[config.mk]
export PLATFORM = sky130hd
export DESIGN_NAME = rtu_request_framer_crc16
export DESIGN_NICKNAME = d
export VERILOG_FILES = /design/src/rtl/core/rtufc_pkg.sv /design/src/rtl/core/rtufc_queue.sv /design/src/rtl/core/rtufc_back.sv /design/src/rtl/core/rtu_request_framer_crc16.sv
export SDC_FILE = /design/constraint.sdc
export NUM_CORES = 1
export LEC_CHECK = 0
export BUFFER_PORTS_ARGS = -buffer_cell sky130_fd_sc_hd__buf_2
export CORE_ASPECT_RATIO = 1.4
export CORE_MARGIN = 5
export CORE_UTILIZATION = 58
export DETAILED_ROUTE_END_ITERATION = 12
export GPL_TIMING_DRIVEN = 0
export PLACE_DENSITY = 0.79
export SLEW_MARGIN = 20
export SYNTH_ARGS = -nofsm -noshare
export SYNTH_HDL_FRONTEND = slang
export SYNTH_SLANG_ARGS = --single-unit
[constraint.sdc]
create_clock -name clk_i -period 4.4 [get_ports clk_i]
set_input_delay 0.88 -clock clk_i [delete_from_list [all_inputs] [get_ports clk_i]]
set_output_delay 0.88 -clock clk_i [all_outputs]
set_load 0.1 [all_outputs]
[src/rtl/core/rtufc_pkg.sv]
// Shared types, constants and the CRC-16 byte update for the RTU request framer.
// Has no dependencies; used by every module of the framer.
`default_nettype none

package rtufc_pkg;

  // Frame geometry: six body bytes followed by two CRC bytes.
  localparam int unsigned FRAME_LEN   = 8;
  localparam int unsigned BODY_LEN    = 6;
  localparam int unsigned QUEUE_DEPTH = 2;

  localparam int unsigned IDX_W = $clog2(FRAME_LEN);

  // Byte positions within a frame, in transmit order.
  localparam logic [IDX_W-1:0] POS_STATION = IDX_W'(0);
  localparam logic [IDX_W-1:0] POS_FUNC    = IDX_W'(1);
  localparam logic [IDX_W-1:0] POS_ADDR_HI = IDX_W'(2);
  localparam logic [IDX_W-1:0] POS_ADDR_LO = IDX_W'(3);
  localparam logic [IDX_W-1:0] POS_VAL_HI  = IDX_W'(4);
  localparam logic [IDX_W-1:0] POS_VAL_LO  = IDX_W'(5);
  localparam logic [IDX_W-1:0] POS_CRC_LO  = IDX_W'(6);
  localparam logic [IDX_W-1:0] POS_CRC_HI  = IDX_W'(7);

  localparam logic [15:0] CRC_PRESET = 16'hFFFF;
  localparam logic [15:0] CRC_POLY   = 16'hA001;

  typedef struct packed {
    logic [7:0]  station_address;
    logic [7:0]  function_code;
    logic [15:0] address_word;
    logic [15:0] value_word;
  } req_t;

  // One byte of the reflected CRC-16, LSB first.
  function automatic logic [15:0] crc_byte(input logic [15:0] crc_in,
                                           input logic [7:0]  data);
    logic [15:0] crc;
    crc = crc_in ^ {8'h00, data};
    for (int b = 0; b < 8; b++) begin
      if (crc[0]) begin
        crc = (crc >> 1) ^ CRC_POLY;
      end else begin
        crc = crc >> 1;
      end
    end
    return crc;
  endfunction

endpackage

`default_nettype wire

[src/rtl/core/rtufc_queue.sv]
// Small request queue between the accepting front and the byte sequencer.
// Depends on rtufc_pkg for the request type; depth must be a power of two.
`default_nettype none

module rtufc_queue
  import rtufc_pkg::*;
#(
  parameter int unsigned Depth = QUEUE_DEPTH
) (
  input  wire  logic clk_i,
  input  wire  logic rst_ni,
  input  wire  logic push_i,
  input  wire  req_t push_req_i,
  output logic       full_o,
  input  wire  logic pop_i,
  output logic       head_valid_o,
  output req_t       head_req_o
);

  localparam int unsigned PtrW = (Depth > 1) ? $clog2(Depth) : 1;
  localparam int unsigned CntW = $clog2(Depth + 1);

  req_t            entry_q [Depth];
  logic [PtrW-1:0] wr_ptr_q, wr_ptr_d;
  logic [PtrW-1:0] rd_ptr_q, rd_ptr_d;
  logic [CntW-1:0] count_q, count_d;
  logic            do_push, do_pop;

  assign full_o       = (count_q == CntW'(Depth));
  assign head_valid_o = (count_q != '0);
  assign head_req_o   = entry_q[rd_ptr_q];

  assign do_push = push_i && !full_o;
  assign do_pop  = pop_i && head_valid_o;

  always_comb begin
    wr_ptr_d = do_push ? PtrW'(wr_ptr_q + 1'b1) : wr_ptr_q;
    rd_ptr_d = do_pop  ? PtrW'(rd_ptr_q + 1'b1) : rd_ptr_q;
    count_d  = count_q;
    if (do_push && !do_pop) begin
      count_d = CntW'(count_q + 1'b1);
    end else if (do_pop && !do_push) begin
      count_d = CntW'(count_q - 1'b1);
    end
  end

  always_ff @(posedge clk_i or negedge rst_ni) begin
    if (!rst_ni) begin
      wr_ptr_q <= '0;
      rd_ptr_q <= '0;
      count_q  <= '0;
    end else begin
      wr_ptr_q <= wr_ptr_d;
      rd_ptr_q <= rd_ptr_d;
      count_q  <= count_d;
    end
  end

  always_ff @(posedge clk_i) begin
    if (do_push) begin
      entry_q[wr_ptr_q] <= push_req_i;
    end
  end

endmodule

`default_nettype wire

[src/rtl/core/rtufc_back.sv]
// Byte sequencer: walks the eight frame positions of the head request,
// folds body bytes into the CRC and drives the registered output byte.
// Depends on rtufc_pkg.
`default_nettype none

module rtufc_back
  import rtufc_pkg::*;
(
  input  wire  logic       clk_i,
  input  wire  logic       rst_ni,
  input  wire  logic       head_valid_i,
  input  wire  req_t       head_req_i,
  output logic             pop_o,
  output logic             byte_valid_o,
  input  wire  logic       byte_ready_i,
  output logic [7:0]       frame_byte_o,
  output logic             last_byte_o
);

  logic [IDX_W-1:0] idx_q, idx_d;
  logic [15:0]      crc_q, crc_d;
  logic             out_valid_q, out_valid_d;
  logic [7:0]       out_byte_q, out_byte_d;
  logic             out_last_q, out_last_d;
  logic [7:0]       byte_sel;
  logic             advance;

  assign advance = head_valid_i && (!out_valid_q || byte_ready_i);

  always_comb begin
    case (idx_q)
      POS_STATION: byte_sel = head_req_i.station_address;
      POS_FUNC:    byte_sel = head_req_i.function_code;
      POS_ADDR_HI: byte_sel = head_req_i.address_word[15:8];
      POS_ADDR_LO: byte_sel = head_req_i.address_word[7:0];
      POS_VAL_HI:  byte_sel = head_req_i.value_word[15:8];
      POS_VAL_LO:  byte_sel = head_req_i.value_word[7:0];
      POS_CRC_LO:  byte_sel = crc_q[7:0];
      POS_CRC_HI:  byte_sel = crc_q[15:8];
      default:     byte_sel = '0;
    endcase
  end

  always_comb begin
    idx_d       = idx_q;
    crc_d       = crc_q;
    out_byte_d  = out_byte_q;
    out_last_d  = out_last_q;
    out_valid_d = out_valid_q && !byte_ready_i;
    pop_o       = 1'b0;
    if (advance) begin
      out_valid_d = 1'b1;
      out_byte_d  = byte_sel;
      out_last_d  = (idx_q == POS_CRC_HI);
      idx_d       = IDX_W'(idx_q + 1'b1);
      if (idx_q == POS_CRC_HI) begin
        // Frame done: release the request and preset the CRC for the next one.
        crc_d = CRC_PRESET;
        pop_o = 1'b1;
      end else if (idx_q < IDX_W'(BODY_LEN)) begin
        crc_d = crc_byte(crc_q, byte_sel);
      end
    end
  end

  always_ff @(posedge clk_i or negedge rst_ni) begin
    if (!rst_ni) begin
      idx_q       <= POS_STATION;
      crc_q       <= CRC_PRESET;
      out_valid_q <= 1'b0;
      out_last_q  <= 1'b0;
    end else begin
      idx_q       <= idx_d;
      crc_q       <= crc_d;
      out_valid_q <= out_valid_d;
      out_last_q  <= out_last_d;
    end
  end

  always_ff @(posedge clk_i) begin
    out_byte_q <= out_byte_d;
  end

  assign byte_valid_o = out_valid_q;
  assign frame_byte_o = out_byte_q;
  assign last_byte_o  = out_last_q;

endmodule

`default_nettype wire

[src/rtl/core/rtu_request_framer_crc16.sv]
// RTU request framer with CRC-16: one request in, eight frame bytes out.
// Each accepted request is written into the queue, and its bytes then pass one by
// one through the registered output stage as the byte channel accepts them.
// A new request can be taken while earlier frames are still being sent.
// Reset (rst_ni low, asynchronous) empties the queue and the output register.
`default_nettype none

module rtu_request_framer_crc16
  import rtufc_pkg::*;
#(
  parameter int unsigned QueueDepth = QUEUE_DEPTH
) (
  input  wire  logic        clk_i,
  input  wire  logic        rst_ni,
  // Request channel.
  input  wire  logic        req_valid_i,
  output logic              req_ready_o,
  input  wire  logic [7:0]  station_address_i,
  input  wire  logic [7:0]  function_code_i,
  input  wire  logic [15:0] address_word_i,
  input  wire  logic [15:0] value_word_i,
  // Frame byte channel.
  output logic              byte_valid_o,
  input  wire  logic        byte_ready_i,
  output logic [7:0]        frame_byte_o,
  output logic              last_byte_o
);

  // The front side takes a request whenever the queue has room, so a new
  // request can be accepted while the sequencer is still sending the bytes of
  // earlier ones. The request fields are packed into one queue entry; the
  // CRC is computed later, one byte per cycle while the output is not stalled.
  req_t req_in;
  req_t head_req;
  logic queue_full;
  logic head_valid;
  logic pop;

  always_comb begin
    req_in.station_address = station_address_i;
    req_in.function_code   = function_code_i;
    req_in.address_word    = address_word_i;
    req_in.value_word      = value_word_i;
  end

  assign req_ready_o = !queue_full;

  rtufc_queue #(
    .Depth (QueueDepth)
  ) u_queue (
    .clk_i        (clk_i),
    .rst_ni       (rst_ni),
    .push_i       (req_valid_i),
    .push_req_i   (req_in),
    .full_o       (queue_full),
    .pop_i        (pop),
    .head_valid_o (head_valid),
    .head_req_o   (head_req)
  );

  // The back side sends the head request's frame through an output register.
  // It loads the next byte whenever that register is empty or being drained,
  // and releases the queue entry when it loads the CRC high byte.
  rtufc_back u_back (
    .clk_i        (clk_i),
    .rst_ni       (rst_ni),
    .head_valid_i (head_valid),
    .head_req_i   (head_req),
    .pop_o        (pop),
    .byte_valid_o (byte_valid_o),
    .byte_ready_i (byte_ready_i),
    .frame_byte_o (frame_byte_o),
    .last_byte_o  (last_byte_o)
  );

endmodule

`default_nettype wire

After elaboration in Yosys (flattened, before gate mapping)
Memories as Yosys holds them, arrays and structs flattened.
Cells that the tools add are included.
{"block": "word_totals", "inputBits": 52, "ramBits": 96, "word_cells": 88, "output_inout_bits": 11, "mem_count": 1, "ff_bits": 33}
{"name": "u_queue.entry_q", "depth": 2, "word_bits": 48, "read_ports": 1, "rd_ports_with_merged_regs": 0, "wr": 1, "line_no": "rtufc_queue.sv:23", "source": "req_t entry_q [Depth];"}
{"block": "op_classes", "mux": 39, "magnitude_cmp": 1, "n_bitwise": 9, "eq_ne": 8, "n_reduce_logical": 17, "n_addsub": 5}
{"op": "$mux W16", "count": 31}
{"op": "$pmux W8 S8", "count": 1}
{"op": "$not A2 Y3", "count": 8}
{"op": "$xor A16 B8 Y16", "count": 1}
{"op": "$eq A3 B3 Y1 const B", "count": 4}
{"op": "$eq A3 B2 Y1 const B", "count": 2}
{"op": "$logic_and A1 B1 Y1", "count": 6}
{"op": "$reduce_bool A2 Y1", "count": 3}
{"op": "$logic_not A1 Y1", "count": 5}
{"op": "$mux W1", "count": 5}
{"op": "$mux W2", "count": 2}
{"op": "$add A3 B1 Y3 const B", "count": 1}
{"op": "$eq A3 B1 Y1 const B", "count": 1}
{"op": "$logic_not A3 Y1", "count": 1}
{"op": "$lt A3 B3 Y1 const B", "count": 1}
{"op": "$add A1 B1 Y1 const B", "count": 2}
{"op": "$add A2 B1 Y2 const B", "count": 1}
{"op": "$eq A2 B2 Y1 const B", "count": 1}
{"op": "$reduce_and A2 Y1", "count": 1}
{"op": "$sub A2 B1 Y2 const B", "count": 1}
{"op": "$logic_or A1 B1 Y1", "count": 1}

Logic depth before layout (Yosys ltp)
Gate-level depths: netlist of run 1.
{"block": "depth", "depth_word": 42, "mapped_depth": 11, "depth_no_buf": 10}

By module
A second synthesis of run 1 with hierarchy kept.
{"block": "hier_totals", "cells_unflattened": 355, "hier_area_um2": 5624.1}
{"module": "rtufc_queue", "area_per_inst_um2": 3707.3, "seq_area_each_um2": 2982.9, "instances": 1, "cells_per_inst": 168}
{"module": "rtufc_back", "area_per_inst_um2": 1913.1, "seq_area_each_um2": 785.8, "instances": 1, "cells_per_inst": 186}
{"module": "rtu_request_framer_crc16", "area_per_inst_um2": 3.8, "seq_area_each_um2": 0.0, "instances": 1, "cells_per_inst": 1}

Worst setup path after synthesis of run 1
OpenSTA, ideal clock, no wires.
{"block": "synth_timing", "kind": "reg-to-reg", "startpoint": "reg u_queue.count_q[0]", "endpoint": "mem u_queue.entry_q[0][0] in the netlist's numbering (enable)", "t_required_ps": 3946, "stages_incl_launch_ff": 4, "path_buffers": 0, "setup_slack_ps": 422, "arrival_ps": 3524, "period_less_slack_ps": 3978, "setup_ps": 454, "path_cell_list": "dfrtp_1 nand2b_1 nand2_1 nor2_1"}
{"block": "synth_between", "elab_chain_len": 5}
{"item": "start, declared", "line_no": "rtufc_queue.sv:26", "source": "logic [CntW-1:0] count_q, count_d;"}
{"item": "start signal, assigned", "line_no": "rtufc_queue.sv:55", "source": "count_q <= count_d;"}
{"item": "$eq A2 B2 Y1", "line_no": "rtufc_queue.sv:29", "source": "assign full_o = (count_q == CntW'(Depth));"}
{"item": "$logic_not A1 Y1"}
{"item": "via req_ready_o", "line_no": "rtu_request_framer_crc16.sv:17", "source": "output logic req_ready_o,"}
{"item": "$logic_and A1 B1 Y1", "line_no": "rtufc_queue.sv:33", "source": "assign do_push = push_i && !full_o;"}
{"item": "$mux W1", "line_no": "rtufc_queue.sv:60", "source": "if (do_push) begin"}
{"item": "$mux W1 (implied by the code)", "line_no": "rtufc_queue.sv:61", "source": "entry_q[wr_ptr_q] <= push_req_i;"}
{"item": "end, declared", "line_no": "rtufc_queue.sv:23"}
The timed path passes the listed nets, and every way through them passes these cells.

Worst setup path after layout of run 1
{"block": "layout_timing", "startpoint": "reg u_back.idx_q[2]", "endpoint": "reg u_back.crc_q[14]"}
{"block": "layout_between", "elab_chain_len": 35, "word_cells_on_any_way": 50, "classes_between": "order compare: 1; eq/ne: 7; mux: 32; bitwise: 7; reduce/logical: 3"}
{"item": "start, declared", "line_no": "rtufc_back.sv:20", "source": "logic [IDX_W-1:0] idx_q, idx_d;"}
{"item": "start signal, assigned", "line_no": "rtufc_back.sv:73", "source": "idx_q <= idx_d;"}
{"item": "$eq A3 B3 Y1, or another cell as far along", "line_no": "rtufc_back.sv:31", "source": "case (idx_q)"}
{"item": "$pmux W8 S8 *", "line_no": "rtufc_back.sv:31"}
{"item": "via u_back.byte_sel[2]", "line_no": "rtufc_back.sv:25", "source": "logic [7:0] byte_sel;"}
{"item": "$xor A16 B8 Y16 *", "line_no": "rtufc_pkg.sv:38", "source": "crc = crc_in ^ {8'h00, data};"}
{"item": "$mux W16 *", "line_no": "rtufc_pkg.sv:40", "source": "if (crc[0]) begin"}
{"item": "$mux W16 *", "line_no": "rtufc_back.sv:60", "source": "end else if (idx_q < IDX_W'(BODY_LEN)) begin"}
{"item": "$mux W16 *", "line_no": "rtufc_back.sv:56", "source": "if (idx_q == POS_CRC_HI) begin"}
{"item": "$mux W16 *", "line_no": "rtufc_back.sv:51", "source": "if (advance) begin"}
{"item": "[... 20 more ...]"}
{"item": "$mux W16 *", "line_no": "rtufc_back.sv:51"}
{"item": "$mux W16 *", "line_no": "rtufc_pkg.sv:40"}
{"item": "$mux W16 *", "line_no": "rtufc_back.sv:60"}
{"item": "$mux W16 *", "line_no": "rtufc_back.sv:56"}
{"item": "$mux W16 *", "line_no": "rtufc_back.sv:51"}
{"item": "$mux W16 *", "line_no": "rtufc_pkg.sv:40"}
{"item": "$mux W16 *", "line_no": "rtufc_back.sv:60"}
{"item": "$mux W16 *", "line_no": "rtufc_back.sv:56"}
{"item": "end signal, assigned", "line_no": "rtufc_back.sv:74", "source": "crc_q <= crc_d;"}
{"item": "end, declared", "line_no": "rtufc_back.sv:21", "source": "logic [15:0] crc_q, crc_d;"}
The timed path passes the listed nets; every way through them passes the cells marked *. The select of a mux whose other input is x is not followed.
A chain may end at the register's enable or synchronous reset.

==> impl_metrics.yaml, run 1 <==
clocking:
  ctsResizeCount: 0
  numCtsBuffers: 17
  clock-sinks: 129
  root_buffer: "clkbuf_16"
  ctsHoldBuffers: 0
  cts.htree.levels: 4
  post_cts.repair.setup_buffers: 0
  clock_path_buffers: 2
  insertion_delay_ps: 410
  tritoncts: "yes"
  clk_pin_slew_ps: 50
setup_path:
  reg2reg_from: "u_back.idx_q[2]"
  startpoint: "u_back.idx_q[2]"
  crit_slowest_cell: "or4_4"
  cpPeakStageDelay_ps: 600
  end_kind: "flop"
  crit_arrival_ps: 4210
  cp.required_ps: 4740
  cp-start-kind: "flop"
  path_cells: "buf_2 > inv_1 > ha_1 > or4_4 > nand2b_4 > o21ai_0 > a2bb2oi_1 > xnor2_2 > xor2_1 > xor3_1 > o22a_1"
  path_class: "flop to flop"
  r2r_slack_ps: 530
  critPathMaxFanout: 10
floorplan:
  initial_core_util: 0.592
  die_h_um: 126
  core_um2: 9410
  ios: 63
  fp-row-count: 42
  die_area_um2: 11700
  die_x_um: 92.8
grt:
  grt_pass1_wl_um: 18300
  track_usage: 0.210
  antenna_found_initial: 0
  grt_max_degree: 49
  grt_pass1_vias: 3538
  gr-total-overflow: 0
logic_synthesis:
  synth_seq_cells: 129
  synthesis.nets: 411
  synthMuxAreaShare: 0.0789
  synth-compound-area-share: 0.0791
  synthXorXnorAreaFrac: 0.0710
  yosys.area_share.adder: 0.0157
  synth_top_family_by_area: "compound AO/OA/AOI/OAI gates"
  seq_area_frac_synth: 0.677
  synth.distinct_cells: 52
  yosysTopAreaCellShare: 0.561
  synth-simple-area-share: 0.0537
  syn-cell-area_um2: 5570
  synth_flop_cell: "edfxtp_1"
  synthCells: 352
  ys_top_cells_by_area: "edfxtp_1, dfstp_2, dfrtp_1, mux2i_1, xnor2_1"
  syn_area_per_cell_um2: 15.8
  synth-edff-count: 104
  synth_area_leader_cell: "edfxtp_1"
  synth_warnings: 0
  ys_async_sr_fraction: 0.194
min_path:
  min_path_type: "input pin to asynchronous set/reset pin"
detailed_routing:
  drc_errors: 0
  routed_wl_um: 11300
  first_iter_violations: 246
  wl_per_cell_um: 20.2
  viasPerCell: 5.85
  num_vias: 3257
  drtPass1Iterations: 5
  ant_nets: 0
final_layout:
  nets: 493
  final_common_cell: "edfxtp_1"
  syn_to_final_growth_pct: 18.5
  final_cell_mix: "edfxtp_1, buf_2, nand2_1, nor2_1, mux2i_1"
  num_antenna_cells: 0
  drive_above_1_share: 0.324
  fillers: 624
place:
  gp_congestion: 0.908
  port-buffer-count: 62
  hpwlAfterDp_um: 7810
  place_ws_ps: 602
sta:
  fmax_mhz: 258
  setup_tns_ps: 0
  hold_viol_final: 0
  fin_skew_ps: 7.69
  min_period_over_period: 0.880
  slew_headroom: 0.497
  finalMaxSlewViolations: 0
  final-setup-viol-count: 0
  tightest_slew_ps: 752
  period_needed_ps: 3870
  grt_setup_unrepaired: "false"
  setup_slack_ps: 527
run_status:
  status: "finished clean"
run:
  max-cap-violations: 0
==> stage by stage <==
stage,util,std cells,instance area (um2),hold WS (ps)
global placement,0.639,524,6010,461
global route,0.701,557,6600,506
CTS,0.701,557,6600,478
detailed placement,0.643,525,6050,463
floorplan,-,352,5570,461
finish,0.701,557,6600,479
==> final timing paths <==
| kind | end | cells after the start |
|---|---|---|
| setup / recovery | u_back.crc_q[14] | 11 |
| hold / removal | u_back.idx_q[1] | 1 |
| setup reg to reg | u_back.crc_q[14] | 11 |
| hold reg to reg | u_back.last_byte_o | 2 |
| max in group asynchronous | u_back.crc_q[0] | 1 |
| min in group clk_i | u_back.last_byte_o | 2 |
==> sequential cells by signal (all words and copies together), names as in the netlist <==
signal and cells:
u_queue.entry_q 96, u_back.crc_q 16, u_back.frame_byte_o 8, u_back.idx_q 3, u_queue.count_q 2, u_back.byte_valid_o 1, u_back.last_byte_o 1, u_queue.rd_ptr_q 1
u_queue.wr_ptr_q 1
==> synthesized netlist by cell type (all sizes together) (3+ instances only) <==
cell and count:
o22ai 4, nand2 24, a221oi 4, inv 10, ha 7, dfrtp 9
mux4 5, a21oi 15, nand2b 3, o21ai 11, buf 10, xor2 7
xnor2 19, edfxtp 104, a211oi 4, nor2 24, clkbuf 5, a22oi 3
mux2i 18, xnor3 5, nor2b 7, mux2 13, dfstp 16, o22a 3
a2bb2oi 3
==> kinds of logic (layout without fill, tap and decap cells) <==
kind of cell / Yosys count / in the layout
DFF: 129 / 129
and+or+nand+nor: 62 / 62
AOI/OAI and AO/OA: 61 / 61
muxes: 36 / 36
xor gates and xnor gates: 32 / 32
buffers and inverters: 25 / 120
adders and majority gates: 7 / 7
==> per-layer routing <==
metal | global-route usage | wire length [um]
met5 | 0 | 0
met2 | 0.359 | 6050
met1 | 0.254 | 4450
met4 | 0.0906 | 246
met3 | 0.0489 | 526
==> layout make-up <==
class,instances,area [um2],share of cell area
inverter,10,37.5,0.00569
buffer,15,98.8,0.0150
clock buffer,18,429,0.0650
sequential,129,3770,0.571
multi-input combinational,198,1670,0.254
timing repair buffer,63,330,0.0501
clock inverter,14,121,0.0184
tap,110,138,0.0209
==> worst max-delay path, delay by kind of cell (launching register included) <==
family                   cells  cell delay (ps)
buffers and inverters        2              440
adder cells (fa/ha/maj)      1              330
flip-flops                   1              410
AND/OR/NAND/NOR              2              810
XOR/XNOR                     3             1090
AO/OA/AOI/OAI                3              720
Power of run 1 is not shown: default switching activity piles up to over one toggle a cycle in this logic, so the estimate is an artifact.
==> inputs of run 2 (changes only) <==
--- a/config.mk
+++ b/config.mk
@@ -6,7 +6,6 @@
 export NUM_CORES = 1
 export LEC_CHECK = 0
 export BUFFER_PORTS_ARGS = -buffer_cell sky130_fd_sc_hd__buf_2
-export CORE_ASPECT_RATIO = 1.4
 export CORE_MARGIN = 5
 export CORE_UTILIZATION = 58
 export DETAILED_ROUTE_END_ITERATION = 12
@@ -15,4 +14,5 @@
 export SLEW_MARGIN = 20
 export SYNTH_ARGS = -nofsm -noshare
 export SYNTH_HDL_FRONTEND = slang
+export SYNTH_HIERARCHICAL = 1
 export SYNTH_SLANG_ARGS = --single-unit
==> impl_metrics.yaml, run 2 <==
clocking:
  post_cts.repair.setup_buffers: 0
  insertion_delay_ps: 520
  clock-sinks: 129
  clk_pin_slew_ps: 60
  root_buffer: "clkbuf_8"
  ctsHoldBuffers: 0
  tritoncts: "yes"
  ctsResizeCount: 0
  clock_path_buffers: 2
  cts.htree.levels: 4
  numCtsBuffers: 17
grt:
  grt_max_degree: 33
  track_usage: 0.207
  grt_pass1_wl_um: 17500
  gr-total-overflow: 0
  antenna_found_initial: 0
  grt_pass1_vias: 3334
final_layout:
  largest-register: "u_queue/entry_q"
  nets: 497
  final_area_um2: 6710
  final_core_util: 0.699
  drive_above_1_share: 0.415
  final_common_cell: "edfxtp_1"
  syn_to_final_growth_pct: 19.3
  final_cell_mix: "edfxtp_1, buf_2, mux2_2, nand2_1, xnor2_1"
  largest_reg_flops: 96
  num_antenna_cells: 0
logic_synthesis:
  seq_area_frac_synth: 0.670
  synthCells: 355
  yosysTopAreaCellShare: 0.555
  syn-cell-area_um2: 5620
  synth_area_leader_cell: "edfxtp_1"
  synthesis.nets: 414
  synth_flop_cell: "edfxtp_1"
  syn_area_per_cell_um2: 15.8
  synth_seq_cells: 129
  ys_async_sr_fraction: 0.194
  synth.distinct_cells: 46
  ys_top_cells_by_area: "edfxtp_1, mux2_2, dfstp_2, dfrtp_1, xnor2_1"
  yosys-top-cells-count: "edfxtp_1, mux2_2, nand2_1"
  synth_warnings: 6
  synth-edff-count: 104
  yosysMostFrequentCell: "edfxtp_1"
run:
  max-cap-violations: 0
sta:
  fmax_mhz: 247
  fin_skew_ps: 5.59
  hold_viol_final: 0
  setup_tns_ps: 0
  period_needed_ps: 4040
  tightest_slew_ps: 763
  slew_headroom: 0.490
  grt_setup_unrepaired: "false"
  final-setup-viol-count: 0
  finalMaxSlewViolations: 0
  min_period_over_period: 0.919
min_path:
  min_path_type: "input pin to asynchronous set/reset pin"
floorplan:
  die_h_um: 108
  fp-row-count: 36
  die_x_um: 108
  initial_core_util: 0.586
  ios: 63
  die_area_um2: 11800
  core_um2: 9590
setup_path:
  path_class: "flop to flop"
  crit_slowest_cell: "or4_4"
  reg2reg_from: "u_back/idx_q[2]"
  rr_endpoint: "u_back/crc_q[14]"
  rr_worst_depth: 14
  r2r_slack_ps: 360
  critPathMaxFanout: 10
  cpPeakStageDelay_ps: 510
  crit_arrival_ps: 4490
  end_kind: "flop"
  path_cells: "buf_1 > inv_1 > ha_1 > buf_6 > or4_4 > buf_6 > or2_0 > buf_6 > a31oi_2 > xnor2_1 > xnor2_2 > xnor3_1 > xor2_1 > a21oi_1"
  critPathMostFrequentCell: "buf_6"
  cp-start-kind: "flop"
  cpLargestDelayFamily: "buffers and inverters"
  cp.required_ps: 4850
  startpoint: "u_back/idx_q[2]"
  worst-path-buf-inv: 5
run_status:
  status: "finished clean"
place:
  postPlaceCellArea_um2: 6150
  gp_congestion: 0.926
  port-buffer-count: 62
  hpwlAfterDp_um: 7830
detailed_routing:
  viasPerCell: 5.47
  num_vias: 3193
  wl_per_cell_um: 19.3
  routed_wl_um: 11300
  drc_errors: 0
  ant_nets: 0
  drtPass1Iterations: 5
  first_iter_violations: 187
run 2: layout make-up:
class,count,area (um2)
Sequential cell,129,3770
Multi-Input combinational cell,202,1720
Clock inverter,14,143
Buffer,17,118
Timing Repair Buffer,64,350
Fill cell,634,2880
Tap cell,133,166
Inverter,7,26.3
Clock buffer,18,418
run 2: worst max-delay path by stage:
stage / to / slack, ps / depth (start not counted)
final: u_back/crc_q[14] / 360 / 14
after global routing: u_back/crc_q[14] / 120 / 14
after CTS: u_back/crc_q[14] / 380 / 14
after detailed placement: u_back/crc_q[14] / 430 / 14
after global placement: u_queue/entry_q[0][2] / -180 / 3
after floorplan: u_back/crc_q[14] / 920 / 14
run 2: worst register-to-register path, delay by kind of cell (launching register included):
| kind | cells | cell delay [ps] |
|---|---|---|
| buffers and inverters | 5 | 1090 |
| adder cells (fa/ha/maj) | 1 | 260 |
| XOR/XNOR | 4 | 1090 |
| AO/OA/AOI/OAI | 2 | 350 |
| flip-flops | 1 | 440 |
| AND/OR/NAND/NOR | 2 | 720 |
run 2: cells by family (layout without fill, tap and decap cells):
logic type	after synthesis	in the layout	synth area share
compound gates	47	47	0.0694
mux	55	55	0.117
simple gates	65	65	0.0538
fa+ha+maj	7	7	0.0156
buf+inv	24	120	0.0256
flops	129	129	0.670
xor+xnor	28	28	0.0487
run 2: per-stage QoR:
stage | setup WS, ps | hold WS, ps | instances
after floorplan | 917 | 447 | 355
after global placement | -184 | 455 | 550
after detailed placement | 429 | 462 | 552
after CTS | 376 | 348 | 584
after global routing | 115 | 385 | 584
final | 359 | 358 | 584
run 2: per-layer routing:
layer	track usage	share of wire
met1	0.265	0.43
met2	0.328	0.49
met3	0.0561	0.063
met4	0.103	0.023
met5	0	0
Power of run 2 is left out for the same reason.
==> inputs of run 3 (changes only) <==
--- a/config.mk
+++ b/config.mk
@@ -6,7 +6,6 @@
 export NUM_CORES = 1
 export LEC_CHECK = 0
 export BUFFER_PORTS_ARGS = -buffer_cell sky130_fd_sc_hd__buf_2
-export CORE_MARGIN = 5
 export CORE_UTILIZATION = 58
 export DETAILED_ROUTE_END_ITERATION = 12
 export GPL_TIMING_DRIVEN = 0
==> impl_metrics.yaml, run 3 (synthesized netlist as in run 2, its figures left out) <==
detailed_routing:
  viasPerCell: 5.69
  num_vias: 3297
  ant_nets: 0
  routed_wl_um: 11000
  drc_errors: 0
  first_iter_violations: 400
  drtPass1Iterations: 5
  wl_per_cell_um: 19.0
setup_path:
  cp-start-kind: "flop"
  rr_endpoint: "u_back/crc_q[14]"
  startpoint: "u_back/idx_q[2]"
  crit_path_end: "u_back/crc_q[14]"
  cp.required_ps: 4830
  critPathMaxFanout: 10
  end_kind: "flop"
  rr_worst_depth: 14
  path_class: "flop to flop"
  reg2reg_from: "u_back/idx_q[2]"
  r2r_slack_ps: 250
  crit_arrival_ps: 4590
clocking:
  ctsHoldBuffers: 0
  ctsResizeCount: 0
  clock-sinks: 129
  clk_pin_slew_ps: 60
  root_buffer: "clkbuf_8"
  clock_path_buffers: 2
  numCtsBuffers: 17
  insertion_delay_ps: 510
  cts.htree.levels: 4
  tritoncts: "yes"
  post_cts.repair.setup_buffers: 0
sta:
  hold_viol_final: 0
  setup_slack_ps: 246
  final-setup-viol-count: 0
  fmax_mhz: 241
  tightest_slew_ps: 741
  fin_skew_ps: 5.71
  period_needed_ps: 4150
  min_period_over_period: 0.944
  grt_setup_unrepaired: "false"
  slew_headroom: 0.505
  finalMaxSlewViolations: 0
floorplan:
  core_um2: 9330
  initial_core_util: 0.603
  ios: 63
  fp-row-count: 35
  die_area_um2: 10100
  die_x_um: 100
  die_h_um: 100
final_layout:
  nets: 497
  syn_to_final_growth_pct: 20.0
  drive_above_1_share: 0.418
  num_antenna_cells: 0
  final_cell_mix: "edfxtp_1, buf_2, mux2_2, nand2_1, xnor2_1"
  final_common_cell: "edfxtp_1"
  largest-register: "u_queue/entry_q"
  largest_reg_flops: 96
grt:
  track_usage: 0.242
  grt_max_degree: 30
  grt_pass1_vias: 3328
  grt_pass1_wl_um: 17400
  gr-total-overflow: 0
  antenna_found_initial: 0
place:
  hpwlAfterDp_um: 7510
  port-buffer-count: 62
  gp_congestion: 0.903
  place_ws_ps: 319
run:
  max-cap-violations: 0
run_status:
  status: "finished clean"
min_path:
  min_path_type: "input pin to asynchronous set/reset pin"
## run 3: changes by cell type in the layout (fill, tap and decap cells not counted), sizes merged
cell      previous run  this run
bufinv               2         4
clkbuf              25        24
clkinvlp             5         2
inv                  7         8
## run 3: area by class of cell
cell class / count / area (um2)
Buffer: 17 / 118
Clock buffer: 17 / 414
Clock inverter: 14 / 190
Inverter: 7 / 26.3
Timing Repair Buffer: 64 / 350
Fill cell: 578 / 2580
Sequential cell: 129 / 3770
Tap cell: 129 / 161
Multi-Input combinational cell: 202 / 1720
## run 3: layer usage
metal | vias to the layer above | track usage | wire [um]
li1 | 1497 | - | -
met1 | 1613 | 0.317 | 4550
met2 | 157 | 0.383 | 5360
met3 | 30 | 0.0638 | 769
met4 | 0 | 0.109 | 345
met5 | - | 0 | 0
## run 3: critical path, cell delays in order, from the launching register on
cell	delay [ps]
dfrtp_1	460
buf_1	490
inv_1	140
ha_1	240
buf_6	150
or4_4	510
buf_6	150
or2_0	220
buf_6	160
a31oi_2	200
xnor2_1	250
xnor2_2	200
xnor3_1	520
xor2_1	170
a21oi_1	190
## run 3: stage by stage
stage / hold WS [ps] / std cells / setup TNS [ps] / area [um2] / utilization
3_3_place_gp: 455 / 546 / -9780 / 6100 / 0.654
6_report: 366 / 579 / 0 / 6750 / 0.724
2_1_floorplan: 447 / 355 / 0 / 5620 / -
4_1_cts: 356 / 579 / 0 / 6750 / 0.724
3_5_place_dp: 461 / 548 / 0 / 6140 / 0.659
5_1_grt: 386 / 579 / 0 / 6750 / 0.724
## run 3: how the worst min path moves through the flow
stage | from | endpoint | slack [ps] | cells after the start
2_1_floorplan | u_back/crc_q[1] | u_back/crc_q[1] | 450 | 2
4_1_cts | rst_ni | u_queue/wr_ptr_q | 360 | 1
6_report | rst_ni | u_back/idx_q[0] | 370 | 1
3_5_place_dp | u_back/crc_q[3] | u_back/crc_q[3] | 460 | 2
5_1_grt | rst_ni | u_back/last_byte_o | 390 | 1
3_3_place_gp | u_back/crc_q[2] | u_back/crc_q[2] | 460 | 2
Power of run 3 is left out for the same reason.
